<file path="config.mk">
export PLATFORM = sky130hd
export DESIGN_NAME = voc_adpcm_pcm_sample_decoder
export DESIGN_NICKNAME = d
export VERILOG_FILES = /design/src/rtl/voc_pkg.sv /design/src/rtl/voc_front.sv /design/src/rtl/voc_queue.sv /design/src/rtl/voc_back.sv /design/src/rtl/voc_adpcm_pcm_sample_decoder.sv
export SDC_FILE = /design/constraint.sdc
export NUM_CORES = 1
export LEC_CHECK = 0
export ABC_CLOCK_PERIOD_IN_PS = 8480
export BUFFER_PORTS_ARGS = -buffer_cell sky130_fd_sc_hd__buf_2
export CELL_PAD_IN_SITES_DETAIL_PLACEMENT = 1
export CELL_PAD_IN_SITES_GLOBAL_PLACEMENT = 2
export CORE_AREA = 2 2 129 131
export CTS_CLUSTER_DIAMETER = 40
export DETAILED_ROUTE_END_ITERATION = 6
export DIE_AREA = 0 0 131 133
export HOLD_SLACK_MARGIN = 0.03
export PLACE_DENSITY_LB_ADDON = 0.1
export SYNTH_ARGS = -nofsm -noshare
export SYNTH_HDL_FRONTEND = slang
export SYNTH_SLANG_ARGS = --single-unit
</file>
<file path="constraint.sdc">
create_clock -name clk -period 8.48 [get_ports clk]
set_clock_uncertainty 0.15 [all_clocks]
set_input_delay 1.696 -clock clk [delete_from_list [all_inputs] [get_ports clk]]
set_output_delay 1.696 -clock clk [all_outputs]
set_load 0.02 [all_outputs]
</file>
<file path="src/rtl/voc_pkg.sv">
// Shared types, codes and helper functions of the sound sample decoder.
`timescale 1ns / 1ps

package voc_pkg;

    localparam logic [2:0] MODE_PCM_U8  = 3'd0;
    localparam logic [2:0] MODE_ADPCM4  = 3'd1;
    localparam logic [2:0] MODE_ADPCM26 = 3'd2;
    localparam logic [2:0] MODE_ADPCM2  = 3'd3;
    localparam logic [2:0] MODE_PCM_S16 = 3'd4;

    localparam logic [2:0] KIND_U8   = 3'd0;
    localparam logic [2:0] KIND_A4   = 3'd1;
    localparam logic [2:0] KIND_A26  = 3'd2;
    localparam logic [2:0] KIND_A2   = 3'd3;
    localparam logic [2:0] KIND_S16  = 3'd4;
    localparam logic [2:0] KIND_NONE = 3'd5;

    localparam logic [7:0] REF_RESET  = 8'h80;
    localparam logic [5:0] STEP_RESET = 6'd1;
    localparam logic [6:0] CEIL_A4    = 7'h08;
    localparam logic [6:0] CEIL_A26   = 7'h10;
    localparam logic [6:0] CEIL_A2    = 7'h20;

    typedef struct packed {
        logic [2:0] kind;
        logic       start;
        logic [1:0] last_idx;
        logic [7:0] data;
    } cmd_t;

    function automatic logic [15:0] expand_u8(input logic [7:0] s);
        expand_u8 = {{2{~s[7]}}, s[6:0], 7'd0};
    endfunction

    function automatic logic [5:0] sat_double(input logic [5:0] s, input logic [6:0] ceil);
        logic [6:0] d;
        d = {s, 1'b0};
        sat_double = (d > ceil) ? ceil[5:0] : d[5:0];
    endfunction

    function automatic logic [5:0] halve_min1(input logic [5:0] s);
        halve_min1 = (s[5:1] == 5'd0) ? STEP_RESET : {1'b0, s[5:1]};
    endfunction

endpackage

</file>
<file path="src/rtl/voc_front.sv">
// Front end: holds the codec mode and turns each input byte into a command.
`timescale 1ns / 1ps

module voc_front (
    input  logic            clk,
    input  logic            rst_n,
    input  logic            cfg_valid,
    output logic            cfg_ready,
    input  logic [2:0]      cfg_data,
    input  logic            s_tvalid,
    output logic            s_tready,
    input  logic [7:0]      s_tdata,
    input  logic            s_tuser,
    output logic            push,
    output voc_pkg::cmd_t   push_cmd,
    input  logic            q_ready
);
    import voc_pkg::*;

    logic [2:0] mode_reg;
    logic [2:0] mode_next;

    assign cfg_ready = 1'b1;
    assign s_tready  = q_ready;
    assign push      = s_tvalid && q_ready;

    always_comb
    begin
        mode_next = mode_reg;
        if (cfg_valid)
        begin
            mode_next = cfg_data;
        end
    end

    always_ff @(posedge clk or negedge rst_n)
    begin
        if (!rst_n)
        begin
            mode_reg <= MODE_ADPCM4;
        end
        else
        begin
            mode_reg <= mode_next;
        end
    end

    always_comb
    begin
        push_cmd.data  = s_tdata;
        push_cmd.start = s_tuser;
        case (mode_reg)
            MODE_PCM_U8:
            begin
                push_cmd.kind     = KIND_U8;
                push_cmd.last_idx = 2'd0;
            end
            MODE_ADPCM4:
            begin
                push_cmd.kind     = KIND_A4;
                push_cmd.last_idx = s_tuser ? 2'd0 : 2'd1;
            end
            MODE_ADPCM26:
            begin
                push_cmd.kind     = KIND_A26;
                push_cmd.last_idx = s_tuser ? 2'd0 : 2'd2;
            end
            MODE_ADPCM2:
            begin
                push_cmd.kind     = KIND_A2;
                push_cmd.last_idx = s_tuser ? 2'd0 : 2'd3;
            end
            MODE_PCM_S16:
            begin
                push_cmd.kind     = KIND_S16;
                push_cmd.last_idx = 2'd0;
            end
            default:
            begin
                push_cmd.kind     = KIND_NONE;
                push_cmd.last_idx = 2'd0;
            end
        endcase
    end

endmodule

</file>
<file path="src/rtl/voc_queue.sv">
// Two-entry command queue between the front end and the back end.
`timescale 1ns / 1ps

module voc_queue (
    input  logic            clk,
    input  logic            rst_n,
    input  logic            push,
    input  voc_pkg::cmd_t   push_cmd,
    output logic            q_ready,
    input  logic            pop,
    output logic            q_valid,
    output voc_pkg::cmd_t   head_cmd
);
    import voc_pkg::*;

    cmd_t       entry_reg [2];
    logic       wr_ptr_reg;
    logic       wr_ptr_next;
    logic       rd_ptr_reg;
    logic       rd_ptr_next;
    logic [1:0] count_reg;
    logic [1:0] count_next;

    assign q_ready  = (count_reg != 2'd2);
    assign q_valid  = (count_reg != 2'd0);
    assign head_cmd = entry_reg[rd_ptr_reg];

    always_comb
    begin
        wr_ptr_next = wr_ptr_reg ^ push;
        rd_ptr_next = rd_ptr_reg ^ pop;
        count_next  = count_reg + {1'b0, push} - {1'b0, pop};
    end

    always_ff @(posedge clk or negedge rst_n)
    begin
        if (!rst_n)
        begin
            wr_ptr_reg <= 1'b0;
            rd_ptr_reg <= 1'b0;
            count_reg  <= 2'd0;
        end
        else
        begin
            wr_ptr_reg <= wr_ptr_next;
            rd_ptr_reg <= rd_ptr_next;
            count_reg  <= count_next;
        end
    end

    always_ff @(posedge clk)
    begin
        if (push)
        begin
            entry_reg[wr_ptr_reg] <= push_cmd;
        end
    end

endmodule

</file>
<file path="src/rtl/voc_back.sv">
// Back end: decodes one code per cycle unless the output stalls, and drives the registered sample output.
`timescale 1ns / 1ps

module voc_back (
    input  logic            clk,
    input  logic            rst_n,
    input  logic            q_valid,
    input  voc_pkg::cmd_t   head_cmd,
    output logic            pop,
    output logic            m_tvalid,
    input  logic            m_tready,
    output logic [15:0]     m_tdata,
    output logic            m_tlast
);
    import voc_pkg::*;

    logic        busy_reg;
    logic        busy_next;
    cmd_t        cmd_reg;
    logic [1:0]  idx_reg;
    logic [1:0]  idx_next;
    logic [7:0]  ref_reg;
    logic [7:0]  ref_next;
    logic [5:0]  step_reg;
    logic [5:0]  step_next;
    logic        phase_reg;
    logic        phase_next;
    logic [7:0]  hold_reg;
    logic [7:0]  hold_next;
    logic        out_valid_reg;
    logic        out_valid_next;
    logic [15:0] out_data_reg;
    logic [15:0] out_data_next;
    logic        out_last_reg;
    logic        out_last_next;

    logic        step_fire;
    logic        last_step;
    logic [3:0]  code;
    logic [2:0]  mag;
    logic        neg;
    logic        do_move;
    logic [8:0]  delta;
    logic [8:0]  prod;
    logic [4:0]  half;
    logic [5:0]  step_adp;
    logic [10:0] moved;
    logic [7:0]  ref_adp;
    logic        produce;
    logic [15:0] sample;

    assign step_fire = busy_reg && (!out_valid_reg || m_tready);
    assign last_step = step_fire && (idx_reg == cmd_reg.last_idx);
    assign pop       = q_valid && (!busy_reg || last_step);
    assign half      = step_reg[5:1];

    always_comb
    begin
        code = 4'd0;
        case (cmd_reg.kind)
            KIND_A4:
            begin
                code = idx_reg[0] ? cmd_reg.data[3:0] : cmd_reg.data[7:4];
            end
            KIND_A26:
            begin
                case (idx_reg)
                    2'd0:    code = {1'b0, cmd_reg.data[7:5]};
                    2'd1:    code = {1'b0, cmd_reg.data[4:2]};
                    default: code = {1'b0, cmd_reg.data[1], 1'b0, cmd_reg.data[0]};
                endcase
            end
            KIND_A2:
            begin
                case (idx_reg)
                    2'd0:    code = {2'b0, cmd_reg.data[7:6]};
                    2'd1:    code = {2'b0, cmd_reg.data[5:4]};
                    2'd2:    code = {2'b0, cmd_reg.data[3:2]};
                    default: code = {2'b0, cmd_reg.data[1:0]};
                endcase
            end
            default:
            begin
                code = 4'd0;
            end
        endcase
    end

    always_comb
    begin
        mag      = (cmd_reg.kind == KIND_A4) ? code[2:0] : {1'b0, code[1:0]};
        prod     = {6'd0, mag} * {3'd0, step_reg};
        neg      = 1'b0;
        do_move  = 1'b1;
        delta    = {1'b0, prod[7:0]} + {4'd0, half};
        step_adp = step_reg;
        case (cmd_reg.kind)
            KIND_A4:
            begin
                neg = code[3];
                if (mag == 3'd0)
                begin
                    step_adp = halve_min1(step_reg);
                end
                else if (mag >= 3'd5)
                begin
                    step_adp = sat_double(step_reg, CEIL_A4);
                end
            end
            KIND_A26:
            begin
                neg = code[2];
                if (mag == 3'd0)
                begin
                    step_adp = halve_min1(step_reg);
                end
                else if (mag == 3'd3)
                begin
                    step_adp = sat_double(step_reg, CEIL_A26);
                end
            end
            default:
            begin
                neg = code[1];
                if (code[0])
                begin
                    delta    = {3'd0, step_reg} + {4'd0, half};
                    step_adp = sat_double(step_reg, CEIL_A2);
                end
                else if (half == 5'd0)
                begin
                    do_move  = 1'b0;
                    step_adp = STEP_RESET;
                end
                else
                begin
                    delta    = {4'd0, half};
                    step_adp = {1'b0, half};
                end
            end
        endcase
        moved = neg ? ({3'd0, ref_reg} - {2'd0, delta}) : ({3'd0, ref_reg} + {2'd0, delta});
        if (!do_move)
        begin
            ref_adp = ref_reg;
        end
        else if (moved[10])
        begin
            ref_adp = 8'h00;
        end
        else if (moved[9:8] != 2'd0)
        begin
            ref_adp = 8'hFF;
        end
        else
        begin
            ref_adp = moved[7:0];
        end
    end

    always_comb
    begin
        ref_next   = ref_reg;
        step_next  = step_reg;
        phase_next = phase_reg;
        hold_next  = hold_reg;
        produce    = 1'b0;
        sample     = expand_u8(cmd_reg.data);
        if (step_fire)
        begin
            case (cmd_reg.kind)
                KIND_U8:
                begin
                    produce = 1'b1;
                end
                KIND_S16:
                begin
                    if (phase_reg)
                    begin
                        produce    = 1'b1;
                        sample     = {cmd_reg.data, hold_reg};
                        phase_next = 1'b0;
                    end
                    else
                    begin
                        hold_next  = cmd_reg.data;
                        phase_next = 1'b1;
                    end
                end
                KIND_A4, KIND_A26, KIND_A2:
                begin
                    produce = 1'b1;
                    if (cmd_reg.start)
                    begin
                        ref_next = cmd_reg.data;
                    end
                    else
                    begin
                        ref_next  = ref_adp;
                        step_next = step_adp;
                        sample    = expand_u8(ref_adp);
                    end
                end
                default:
                begin
                    produce = 1'b0;
                end
            endcase
        end
        if (pop && head_cmd.start)
        begin
            ref_next   = REF_RESET;
            step_next  = STEP_RESET;
            phase_next = 1'b0;
            hold_next  = 8'd0;
        end
    end

    always_comb
    begin
        busy_next = busy_reg;
        idx_next  = idx_reg;
        if (pop)
        begin
            busy_next = 1'b1;
            idx_next  = 2'd0;
        end
        else if (last_step)
        begin
            busy_next = 1'b0;
        end
        else if (step_fire)
        begin
            idx_next = idx_reg + 2'd1;
        end

        out_valid_next = out_valid_reg;
        out_data_next  = out_data_reg;
        out_last_next  = out_last_reg;
        if (produce)
        begin
            out_valid_next = 1'b1;
            out_data_next  = sample;
            out_last_next  = (idx_reg == cmd_reg.last_idx);
        end
        else if (m_tready)
        begin
            out_valid_next = 1'b0;
        end
    end

    always_ff @(posedge clk or negedge rst_n)
    begin
        if (!rst_n)
        begin
            busy_reg      <= 1'b0;
            idx_reg       <= 2'd0;
            ref_reg       <= REF_RESET;
            step_reg      <= STEP_RESET;
            phase_reg     <= 1'b0;
            hold_reg      <= 8'd0;
            out_valid_reg <= 1'b0;
        end
        else
        begin
            busy_reg      <= busy_next;
            idx_reg       <= idx_next;
            ref_reg       <= ref_next;
            step_reg      <= step_next;
            phase_reg     <= phase_next;
            hold_reg      <= hold_next;
            out_valid_reg <= out_valid_next;
        end
    end

    always_ff @(posedge clk)
    begin
        if (pop)
        begin
            cmd_reg <= head_cmd;
        end
        out_data_reg <= out_data_next;
        out_last_reg <= out_last_next;
    end

    assign m_tvalid = out_valid_reg;
    assign m_tdata  = out_data_reg;
    assign m_tlast  = out_last_reg;

endmodule

</file>
<file path="src/rtl/voc_adpcm_pcm_sample_decoder.sv">
// Top level of the sound sample decoder: front end, command queue and back end.
`timescale 1ns / 1ps

// The back end decodes the codes of a byte in turn, one sample each: two, three
// or four for a byte in the 4-bit, 2.6-bit or 2-bit ADPCM modes, since each code
// moves the shared reference before the next code can use it, and one for an
// unsigned 8-bit PCM byte and an ADPCM chunk-start byte. A 16-bit PCM pair yields
// one sample from its second byte. Bytes in an undefined mode give no transfer. The
// front end writes a two-entry queue, so input bytes are taken while the back
// end decodes and while a finished sample waits in the output register.
module voc_adpcm_pcm_sample_decoder (
    input  logic        clk,
    input  logic        rst_n,
    input  logic        cfg_valid,
    output logic        cfg_ready,
    input  logic [2:0]  cfg_data,   // codec_mode
    input  logic        s_tvalid,
    output logic        s_tready,
    input  logic [7:0]  s_tdata,    // data_byte
    input  logic        s_tuser,    // chunk_start
    output logic        m_tvalid,
    input  logic        m_tready,
    output logic [15:0] m_tdata,    // sample_value (signed)
    output logic        m_tlast     // last_of_byte
);
    import voc_pkg::*;

    logic push;
    cmd_t push_cmd;
    logic q_ready;
    logic pop;
    logic q_valid;
    cmd_t head_cmd;

    voc_front u_front (
        .clk       (clk),
        .rst_n     (rst_n),
        .cfg_valid (cfg_valid),
        .cfg_ready (cfg_ready),
        .cfg_data  (cfg_data),
        .s_tvalid  (s_tvalid),
        .s_tready  (s_tready),
        .s_tdata   (s_tdata),
        .s_tuser   (s_tuser),
        .push      (push),
        .push_cmd  (push_cmd),
        .q_ready   (q_ready)
    );

    voc_queue u_queue (
        .clk      (clk),
        .rst_n    (rst_n),
        .push     (push),
        .push_cmd (push_cmd),
        .q_ready  (q_ready),
        .pop      (pop),
        .q_valid  (q_valid),
        .head_cmd (head_cmd)
    );

    voc_back u_back (
        .clk      (clk),
        .rst_n    (rst_n),
        .q_valid  (q_valid),
        .head_cmd (head_cmd),
        .pop      (pop),
        .m_tvalid (m_tvalid),
        .m_tready (m_tready),
        .m_tdata  (m_tdata),
        .m_tlast  (m_tlast)
    );

endmodule

</file>
After elaboration in Yosys (flattened, before gate mapping)
Memories as Yosys holds them, arrays and structs flattened.
Index checks and enable logic that the tools add are counted.
- RAM bits: 28
- memories kept: 1
- input bits: 17
- bits in registers: 65
- output and inout bits: 20
- memory list (name ; depth ; bits a word ; read ports ; clocked after memory_dff ; write ports ; RTL line ; text):
    u_queue.entry_reg ; 2 ; 14 ; 1 ; 0 ; 1 ; voc_queue.sv:16 ; cmd_t entry_reg [2];
- bitwise operators: 4
- reduce and logical (&&, ||, !) cells: 30
- multiply operators: 1
- $lt $le $gt $ge: 4
- $add $sub $neg: 7
- mux-type cells: 63
- equal/unequal tests: 18
- operators by type and width (kind ; number):
    $mux 8 ; 11
    $mux 6 ; 12
    $mux 16 ; 3
    $pmux 16 s2 ; 1
    $mux 9 ; 3
    $mux 1 ; 16
    $reduce_bool 2->1 ; 8
    $eq 3x2->1 const B ; 5
    $pmux 3 s5 ; 1
    $pmux 2 s3 ; 2
    $pmux 4 s3 ; 1
    $pmux 6 s2 ; 1
    $mux 11 ; 1
    $add 8x9->10 ; 1
    $mux 2 ; 5
    $sub 8x9->10 ; 1
    $add 8x5->9 ; 1
    $logic_not 3->1 ; 3
    $mul 3x6->8 ; 1
    $add 6x5->7 ; 1
    $gt 7x4->1 const B ; 1
    $gt 7x5->1 const B ; 1
    $gt 7x6->1 const B ; 1
    $eq 3x1->1 const B ; 2
    30 further kinds ; 44

Longest topological paths before layout
Gate-level depths: netlist of run 1.
- depth in word-level cells: 19
- mapped depth: 29
- mapped depth without buffers: 27

Hierarchy
From an unflattened synthesis of run 1, not the netlist that was laid out.
- cell total of the unflattened synthesis: 662
- area total of the unflattened synthesis: 6651.4 um2
- modules (own cells, without submodules) (module ; instances ; area each (um2) ; seq. area each (um2) ; cells each):
    voc_back ; 1 ; 5142.4 ; 1609.0 ; 578
    voc_queue ; 1 ; 1273.7 ; 940.9 ; 60
    voc_front ; 1 ; 235.2 ; 76.3 ; 24

Least setup slack after synthesis of run 1
No wires, ideal clock.
- path type: register to register
- start: reg u_back.idx_reg[0]
- end: reg u_back.out_data_reg[10] (netlist: u_back.m_tdata[10]) (data pin)
- path slack: 1.940 ns
- stages on the path, launching flop included: 28
- arrival time: 6.105 ns
- required time: 8.044 ns
- path through: dfrtp_1 > buf_2 > inv_1 > ha_1 > a21oi_1 > a211o_1 > o221ai_2 > clkbuf_1 > nand2_1 > fa_1 > inv_1 > ha_1 > fa_1 > xor2_1 > ha_1 > o21a_1 > o31ai_1 > a211oi_1 > xnor2_1 > o22ai_1 > inv_1 > ha_1 > or4_1 > a21o_1 > o211ai_2 > o21ai_2 > o31ai_2 > o311ai_1
- longest elaborated chain between the ends: 18
- ends and longest elaborated chain (item ; RTL line ; text):
    start, declared ; voc_back.sv:20 ; logic [1:0] idx_reg;
    start signal, assigned ; voc_back.sv:267 ; idx_reg <= idx_next;
    $eq 2x2->1, or another cell as far along ; voc_back.sv:75 ; case (idx_reg)
    $pmux 2 s3 or $pmux 3 s2 (tied branches) ; voc_back.sv:75, voc_back.sv:67 ;
    $pmux 4 s3 (*) ; voc_back.sv:60 ; case (cmd_reg.kind)
    $mux 3 ; voc_back.sv:91 ; mag = (cmd_reg.kind == KIND_A4) ? code[2:0] : {1'b0, code[1:0]};
    $mul 3x6->8 ; voc_back.sv:92 ; prod = {6'd0, mag} * {3'd0, step_reg};
    $add 8x5->9 ; voc_back.sv:95 ; delta = {1'b0, prod[7:0]} + {4'd0, half};
    $mux 9 ; voc_back.sv:130 ; else if (half == 5'd0)
    $mux 9 ; voc_back.sv:125 ; if (code[0])
    [... 3 more ...] ; - ;
    $reduce_bool 2->1 ; voc_back.sv:151 ; else if (moved[9:8] != 2'd0)
    $mux 8 ; voc_back.sv:151 ;
    $mux 8 ; voc_back.sv:147 ; else if (moved[10])
    $mux 8 (*) ; voc_back.sv:143 ; if (!do_move)
    $mux 16 (*) ; voc_back.sv:193 ; if (cmd_reg.start)
    $pmux 16 s2 (*) ; voc_back.sv:171 ; case (cmd_reg.kind)
    $mux 16 (*) ; voc_back.sv:169 ; if (step_fire)
    via u_back.sample[10] ; voc_back.sv:50 ; logic [15:0] sample;
    end signal, assigned ; voc_back.sv:282 ; out_data_reg <= out_data_next;
    end, declared ; voc_back.sv:32 ; logic [15:0] out_data_reg;
Mark *: on every way through the listed nets, which the timed path passes. The rest lies on a longest branch.
A chain may end at the register's enable or synchronous reset.

Final worst setup path of run 1
- start: reg u_back.idx_reg[0]
- end: reg u_back.out_data_reg[13] (netlist: u_back.m_tdata[13]) (data pin)
The elaborated chain is that of the path after synthesis.

==> results.cfg, run 1 <==
[logic_synthesis]
synthTopCellsByCount = 59 x edfxtp_1, 57 x nor2_1, 55 x ha_1
synth_cell_types = 70
synthXorXnorAreaFrac_pct = 3.81
yosys.area.top_type_share_pct = 27.5
syn_area_mm2 = 0.00644
yosys.area_share.simple_pct = 14.1
muxShareOfSynthArea_pct = 6.65
syn_avg_cell_area_um2 = 10.2
synth_area_leaders = edfxtp_1 28%, dfrtp_1 12%, ha_1 11%
synth_edf_count = 59
mappedNetlistNets = 709
synth_top_family_by_area = compound AO/OA/AOI/OAI gates
synth-seq-area-share_pct = 40.8
synth_fa_ha_area_share_pct = 13.5
syn_inst = 628
synth_top_flop_cell = edfxtp_1
synth_compound_area_share_pct = 17.1
synth_most_common_cell = edfxtp_1
synth_top_cell_by_area = edfxtp_1
ys_ff_latch = 93
synthArstFlopShare_pct = 36.6
ys_warn_count = 0

[die]
initial_core_util_pct = 39.8
die_h_um = 133
core_area_mm2 = 0.0162
ios = 37
dieArea_mm2 = 0.0174
die_w_um = 131
rows = 47

[finish]
syn2layout_area_growth_pct = 10.5
final_util_pct = 44.0
antenna_cells = 0
seqCellArea_mm2 = 0.00263
nets = 736
multi_input_area_mm2 = 0.00356
largest_reg_flops = 28
fill_cells = 1796
drive_above_1_share_pct = 14.8

[worst_setup_path]
start_kind = flop
crit_buf_inv = 2
cp-end-kind = flop
cp_max_fo = 17
cpMostUsedCell = ha_1
r2r_setup_slack_ns = 1.09
crit_family = compound AO/OA/AOI/OAI gates
worstPathRequired_ns = 8.36
r2r_cells = 25
crit_cells = 25
max_stage_delay_ns = 0.64
crit_type = flop to flop
slowest_stage = o221ai_2
cp.arrival_ns = 7.27

[grt]
gr-usage-met3_pct = 2.30
top_usage_layer = met2
met2_usage_pct = 34.5
grt-ovfl-total = 0
track_usage_pct = 21.1
grt_max_degree = 35
met1_usage_pct = 29.4
grt_pass1_vias = 5077
antenna_found_initial = 0
grt_first_pass_wirelength_mm = 28.2

[sta]
report.final.slew_viol_count = 0
min_period_ns = 7.39
setup_viol_count_final = 0
rsz0062_at_grt = false
fmax_ghz = 0.135
fin_crit_sh_pct = 87.1
fin_hold_ws_ns = 0.353
fin_setup_tns_ns = 0
hold_viol = 0
maxSlewHeadroom_pct = 18.0
tightest_slew_ns = 1.22

[clock_network]
cts_buffers = 9
tritoncts = built
numClockSinks = 93
htree_levels = 3
clk_latency_ns = 0.34
clk_pin_slew_ns = 0.06
cts_root_buf = clkbuf_16
cts_buffer_depth = 2
cts_setup_buffers = 0
cts-hold-fix-buffers = 0
cts_resized = 0

[route]
avgViaCountPerCell = 5.50
drc = 0
drt_iter0_drc = 254
post_drt_wl_per_cell_um = 19.5
via_count = 4839
drtAntennaViolNets = 0
totalWireLength_mm = 17.2
first_pass_iters = 4

[min_path]
hold_class = flop to flop
holdPathStages = 2

[place]
hpwl_mm = 13.0
numPortBuffers = 35
place.gp.congestion = 0.849

[run_status]
status = complete, no violations

[job]
maxCapViolCount = 0
[stage by stage]
step                      cell area [µm²]  cells  worst slack (ns)
after floorplan                      6440    628              1.94
after global placement               6820    864              1.50
after detailed placement             6820    864              1.19
after CTS                            7110    880              1.16
after global routing                 7110    880             0.544
final                                7110    880              1.09
[worst register-to-register path, cell delays in order, from the launching register on]
cell      delay (ns)
dfrtp_1         0.55
inv_1           0.15
ha_1            0.31
nor3b_1         0.23
a221oi_1        0.10
o221ai_2        0.64
nand2_1         0.16
fa_1            0.52
inv_1           0.05
ha_1            0.22
fa_1            0.40
xor2_1          0.18
ha_1            0.32
o21a_1          0.13
o31ai_1         0.08
a211oi_1        0.52
xnor2_1         0.18
o22ai_1         0.14
ha_1            0.26
or3_1           0.39
nor3_1          0.20
o32ai_1         0.13
mux2i_2         0.38
o21ai_2         0.21
o31ai_1         0.33
o311ai_1        0.18
[cells in the final DEF, fill, tap and decap left out, types with 6 or more instances in the layout]
cell type  instances
edfxtp_1          59
a21o_1            11
mux2_2            19
nand2b_1           6
inv_1             44
o21ai_0           18
a21oi_1           44
fa_1               9
and2_1            17
nand3_1           12
nor2b_1           10
nor3_1            14
xnor2_1           23
nand2_1           42
buf_2             35
ha_1              55
nor2_1            57
dfrtp_1           31
mux2i_1           20
a211oi_1           6
clkbuf_16         10
[area by class of cell]
| type | count | share of cell area [%] |
|---|---|---|
| multi-input cells | 470 | 50.1 |
| flip-flops and latches | 93 | 36.9 |
| well taps | 220 | 3.87 |
| clock buffers | 11 | 3.57 |
| repair buffers | 37 | 2.68 |
| inverters | 44 | 2.32 |
| clock inverters | 5 | 0.546 |
[path summary, 6_finish.rpt]
kind	start	end
hold reg to reg	u_queue.count_reg[0]	u_back.busy_reg
setup / recovery	u_back.idx_reg[0]	u_back.m_tdata[13]
setup reg to reg	u_back.idx_reg[0]	u_back.m_tdata[13]
hold / removal	u_queue.count_reg[0]	u_back.busy_reg
min in group asynchronous	rst_n	u_back.step_reg[2]
max in group asynchronous	rst_n	u_back.ref_reg[0]
[cells by family after synthesis]
family | after synthesis
XOR/XNOR | 28
adder cells (fa/ha/maj) | 64
multiplexers | 40
other | 1
buffers and inverters | 65
AO/OA/AOI/OAI | 152
AND/OR/NAND/NOR | 185
flip-flops | 93
[per-layer routing]
layer	wire length [µm]	part of all wire [%]
met1	8080	47
met5	0	0
met3	329	1.9
met4	397	2.3
met2	8370	49
Power of run 1 is not shown: default switching activity piles up to over one toggle a cycle in this logic, so the estimate is an artifact.
==> run 2: changes to the inputs <==
--- a/config.mk
+++ b/config.mk
@@ -5,14 +5,14 @@
 export SDC_FILE = /design/constraint.sdc
 export NUM_CORES = 1
 export LEC_CHECK = 0
-export ABC_CLOCK_PERIOD_IN_PS = 8480
+export ABC_CLOCK_PERIOD_IN_PS = 8700
 export BUFFER_PORTS_ARGS = -buffer_cell sky130_fd_sc_hd__buf_2
 export CELL_PAD_IN_SITES_DETAIL_PLACEMENT = 1
 export CELL_PAD_IN_SITES_GLOBAL_PLACEMENT = 2
-export CORE_AREA = 2 2 129 131
+export CORE_AREA = 2 2 124 126
 export CTS_CLUSTER_DIAMETER = 40
 export DETAILED_ROUTE_END_ITERATION = 6
-export DIE_AREA = 0 0 131 133
+export DIE_AREA = 0 0 126 128
 export HOLD_SLACK_MARGIN = 0.03
 export PLACE_DENSITY_LB_ADDON = 0.1
 export SYNTH_ARGS = -nofsm -noshare
==> constraint.sdc (replaced) <==
create_clock -name clk -period 8.7 [get_ports clk]
set_clock_uncertainty 0.15 [all_clocks]
set_input_delay 0.87 -clock clk [delete_from_list [all_inputs] [get_ports clk]]
set_output_delay 0.87 -clock clk [all_outputs]
set_load 0.02 [all_outputs]
==> run 2 against run 1 <==
Compared with the run above: design area shrank 0.48%; utilization grew 3.6 points; sequential share of layout area grew 0.18 points; first-iteration DRC count grew 7.1%; clock-buffer cell count shrank 1; register-to-register slack gained 0.19 ns; highest routed layer unchanged.
==> results.cfg, run 2 (synthesis results as in run 1) <==
[die]
dieArea_mm2 = 0.0161
die_h_um = 128
ios = 37
die_w_um = 126
core_area_mm2 = 0.0149
rows = 45
initial_core_util_pct = 43.3

[finish]
final_cell_mix = 59 x edfxtp_1, 57 x nor2_1, 55 x ha_1
antenna_cells = 0
nets = 736
largest_reg_flops = 28
syn2layout_area_growth_pct = 9.93
layout_commonest_cell = edfxtp_1
drive_above_1_share_pct = 14.7
final_util_pct = 47.6
fill_cells = 1666

[job]
maxCapViolCount = 0

[grt]
grt_first_pass_wirelength_mm = 27.4
grt_max_degree = 35
track_usage_pct = 21.5
grt-ovfl-total = 0
grt_pass1_vias = 5080
antenna_found_initial = 0

[clock_network]
clk_latency_ns = 0.34
cts_resized = 0
cts_root_buf = clkbuf_16
cts_buffers = 9
cts_buffer_depth = 2
numClockSinks = 93
clk_pin_slew_ns = 0.07
cts_setup_buffers = 0
cts-hold-fix-buffers = 0
tritoncts = built
htree_levels = 3

[route]
drt_iter0_drc = 272
post_drt_wl_per_cell_um = 19.6
first_pass_iters = 4
top_layer_used = met4
wl_met2_mm = 8.17
dr_wl_met3_um = 392
drc = 0
drtAntennaViolNets = 0
totalWireLength_mm = 16.6
met1_length_mm = 7.85
via_count = 4810
avgViaCountPerCell = 5.67

[sta]
report.final.slew_viol_count = 0
setup_viol_count_final = 0
fin_hold_ws_ns = 0.362
min_period_ns = 7.41
rsz0062_at_grt = false
maxSlewHeadroom_pct = 18.4
hold_viol = 0
fmax_ghz = 0.135
fin_setup_tns_ns = 0
tightest_slew_ns = 1.22
fin_crit_sh_pct = 85.2

[worst_setup_path]
cp.arrival_ns = 7.31
cp_max_fo = 17
crit_type = flop to flop
cp-end-kind = flop
start_kind = flop
worstPathRequired_ns = 8.59

[place]
numPortBuffers = 35
hpwl_mm = 12.6
place.gp.congestion = 0.862

[run_status]
status = complete, no violations

[min_path]
hold_class = flop to flop
-- run 2: changes by cell type in the layout (fill, tap and decap cells not counted), sizes merged --
| cell | before | now |
|---|---|---|
| clkinvlp | 0 | 1 |
| bufinv | 0 | 1 |
| inv | 47 | 46 |
| clkbuf | 11 | 10 |
-- run 2: critical path: stages, from the launching register on --
cell and delay (ns):
dfrtp_1 0.55, inv_1 0.16, ha_1 0.31, nor3b_1 0.25
a221oi_1 0.10, o221ai_2 0.62, nand2_1 0.15, fa_1 0.52
inv_1 0.05, ha_1 0.22, fa_1 0.40, xor2_1 0.18
ha_1 0.32, o21a_1 0.13, o31ai_1 0.08, a211oi_1 0.51
xnor2_1 0.13, o22ai_1 0.28, inv_1 0.09, ha_1 0.24
or4_1 0.59, a21o_1 0.24, o211ai_2 0.17, o21ai_2 0.18
o31ai_2 0.32, o311ai_1 0.16
-- run 2: routing by layer --
layer,vias up,track usage [%]
met5,-,0
met4,0,5.43
met3,13,2.75
met2,82,36.5
met1,2386,29.3
li1,2329,-
-- run 2: area by class of cell --
cell class	instances	area, µm²	share of cell area, %
flip-flops and latches	93	2630	37.1
repair buffers	37	190	2.69
clock inverters	6	70.1	0.990
clock buffers	10	229	3.24
inverters	44	165	2.33
well taps	188	235	3.32
multi-input cells	470	3560	50.3
-- run 2: per-stage QoR --
stage / worst slack (ns) / cell area (µm²) / std cells
global placement: 1.75 / 6780 / 832
global route: 0.771 / 7080 / 848
floorplan: 2.16 / 6440 / 628
CTS: 1.33 / 7080 / 848
detailed placement: 1.39 / 6780 / 832
finish: 1.29 / 7080 / 848
-- run 2: final timing paths --
check | startpoint | to | slack (ns) | cells past startpoint
hold / removal | u_queue.count_reg[0] | u_back.busy_reg | 0.36 | 2
min in group asynchronous | rst_n | u_back.step_reg[2] | 0.50 | 1
setup reg to reg | u_back.idx_reg[0] | u_back.m_tdata[10] | 1.29 | 25
setup / recovery | u_back.idx_reg[0] | u_back.m_tdata[10] | 1.29 | 25
max in group asynchronous | rst_n | u_back.ref_reg[2] | 7.34 | 1
hold reg to reg | u_queue.count_reg[0] | u_back.busy_reg | 0.36 | 2
Power of run 2 is left out for the same reason.
==> run 3: changes to the inputs <==
--- a/config.mk
+++ b/config.mk
@@ -9,11 +9,11 @@
 export BUFFER_PORTS_ARGS = -buffer_cell sky130_fd_sc_hd__buf_2
 export CELL_PAD_IN_SITES_DETAIL_PLACEMENT = 1
 export CELL_PAD_IN_SITES_GLOBAL_PLACEMENT = 2
-export CORE_AREA = 2 2 124 126
+export CORE_AREA = 2 2 111 156
 export CTS_CLUSTER_DIAMETER = 40
 export DETAILED_ROUTE_END_ITERATION = 6
-export DIE_AREA = 0 0 126 128
-export HOLD_SLACK_MARGIN = 0.03
+export DIE_AREA = 0 0 113 158
+export HOLD_SLACK_MARGIN = 0.08
 export PLACE_DENSITY_LB_ADDON = 0.1
 export SYNTH_ARGS = -nofsm -noshare
 export SYNTH_HDL_FRONTEND = slang
==> run 3 against run 2 <==
Compared with the run above: utilization down 4.7 points; maximum frequency increased by 0.86%; die area grew 11%; first-iteration DRC count down 17%; routed wire length rose by 4.4%; design area is 0.35% higher; clock-buffer cell count fell by 1.
==> results.cfg, run 3 (synthesis results as in run 1) <==
[run_status]
status = complete, no violations

[worst_setup_path]
start_kind = flop
cp_max_fo = 17
worstPathRequired_ns = 8.59
slowest_stage = o221ai_2
cp.arrival_ns = 7.24
crit_buf_inv = 3
cpMostUsedCell = ha_1
crit_family = compound AO/OA/AOI/OAI gates
cp-end-kind = flop
max_stage_delay_ns = 0.60
crit_type = flop to flop

[sta]
hold_viol = 0
fin_setup_tns_ns = 0
rsz0062_at_grt = false
fmax_ghz = 0.136
tightest_slew_ns = 1.15
fin_crit_sh_pct = 84.5
maxSlewHeadroom_pct = 22.5
setup_viol_count_final = 0
min_period_ns = 7.35
report.final.slew_viol_count = 0

[grt]
grt-ovfl-total = 0
track_usage_pct = 20.1
antenna_found_initial = 0
grt_max_degree = 35
grt_first_pass_wirelength_mm = 28.2
grt_pass1_vias = 5277

[finish]
layout_commonest_cell = edfxtp_1
final_util_pct = 42.9
largest_reg_flops = 28
nets = 738
drive_above_1_share_pct = 15.3
final_cell_mix = 59 x edfxtp_1, 57 x nor2_1, 55 x ha_1
antenna_cells = 0
syn2layout_area_growth_pct = 10.3

[die]
die_h_um = 158
initial_core_util_pct = 38.9
ios = 37
rows = 56
core_area_mm2 = 0.0165
dieArea_mm2 = 0.0179
die_w_um = 113

[clock_network]
clk_latency_ns = 0.34
cts_setup_buffers = 0
htree_levels = 3
cts_resized = 0
cts_root_buf = clkbuf_16
clk_pin_slew_ns = 0.07
numClockSinks = 93
cts_buffers = 9
tritoncts = built
cts-hold-fix-buffers = 0
cts_buffer_depth = 2

[job]
maxCapViolCount = 0

[place]
numPortBuffers = 35
hpwl_mm = 13.9
place.gp.congestion = 0.852

[min_path]
hold_class = flop to flop

[route]
drt_iter0_drc = 226
post_drt_wl_per_cell_um = 20.0
first_pass_iters = 4
drtAntennaViolNets = 0
avgViaCountPerCell = 5.58
via_count = 4828
totalWireLength_mm = 17.3
drc = 0
[run 3: changes by cell type in the layout (fill, tap and decap cells not counted)]
cell / before / now
bufinv_16: 1 / 0
buf_4: 2 / 4
inv_8: 1 / 2
inv_6: 1 / 2
clkinv_4: 1 / 2
clkinv_1: 1 / 0
clkbuf_1: 1 / 0
[run 3: final cells by class]
cell class | instances | area, µm²
multi-input combinational | 470 | 3560
clock inverter | 7 | 65.1
sequential | 93 | 2630
tap | 203 | 254
clock buffer | 9 | 225
fill | 1853 | 9440
inverter | 44 | 165
timing repair buffer | 39 | 205
[run 3: metal layers]
metal	GRT usage, %	wire (µm)
met2	39.9	9800
met3	1.91	209
met1	22.5	7010
met4	6.04	324
met5	0	0
[run 3: stage by stage]
| stage | cell area [µm²] | setup WS [ns] | hold WS [ns] | instances |
|---|---|---|---|---|
| detailed placement | 6810 | 1.40 | 0.345 | 849 |
| finish | 7100 | 1.35 | 0.355 | 865 |
| CTS | 7100 | 1.36 | 0.361 | 865 |
| global placement | 6810 | 1.73 | 0.328 | 849 |
| floorplan | 6440 | 2.16 | 0.310 | 628 |
| global route | 7100 | 0.900 | 0.389 | 865 |
[run 3: worst paths after layout]
check                                      from  slack [ns]  cells after the start                    to
setup / recovery              u_back.idx_reg[0]        1.35                     25    u_back.m_tdata[13]
hold / removal             u_queue.count_reg[0]        0.35                      2       u_back.busy_reg
setup reg to reg              u_back.idx_reg[0]        1.35                     25    u_back.m_tdata[13]
hold reg to reg            u_queue.count_reg[0]        0.35                      2       u_back.busy_reg
max in group asynchronous                 rst_n        7.34                      1     u_back.ref_reg[0]
min in group asynchronous                 rst_n        0.49                      1  u_queue.count_reg[0]
[run 3: worst register-to-register path, cell delays in order (launching register included)]
cell and delay (ns):
dfrtp_1 0.55, inv_1 0.15, ha_1 0.31, nor3b_1 0.22, a221oi_1 0.10, o221ai_2 0.60
nand2_1 0.17, fa_1 0.51, inv_1 0.04, ha_1 0.22, fa_1 0.42, xor2_1 0.18
ha_1 0.33, o21a_1 0.14, o31ai_1 0.09, a211oi_1 0.51, xnor2_1 0.13, o22ai_1 0.26
inv_1 0.08, ha_1 0.24, or4_1 0.59, a21o_1 0.23, o211ai_2 0.17, o21ai_2 0.18
o31ai_1 0.32, o311ai_1 0.18
Power of run 3 is left out for the same reason.
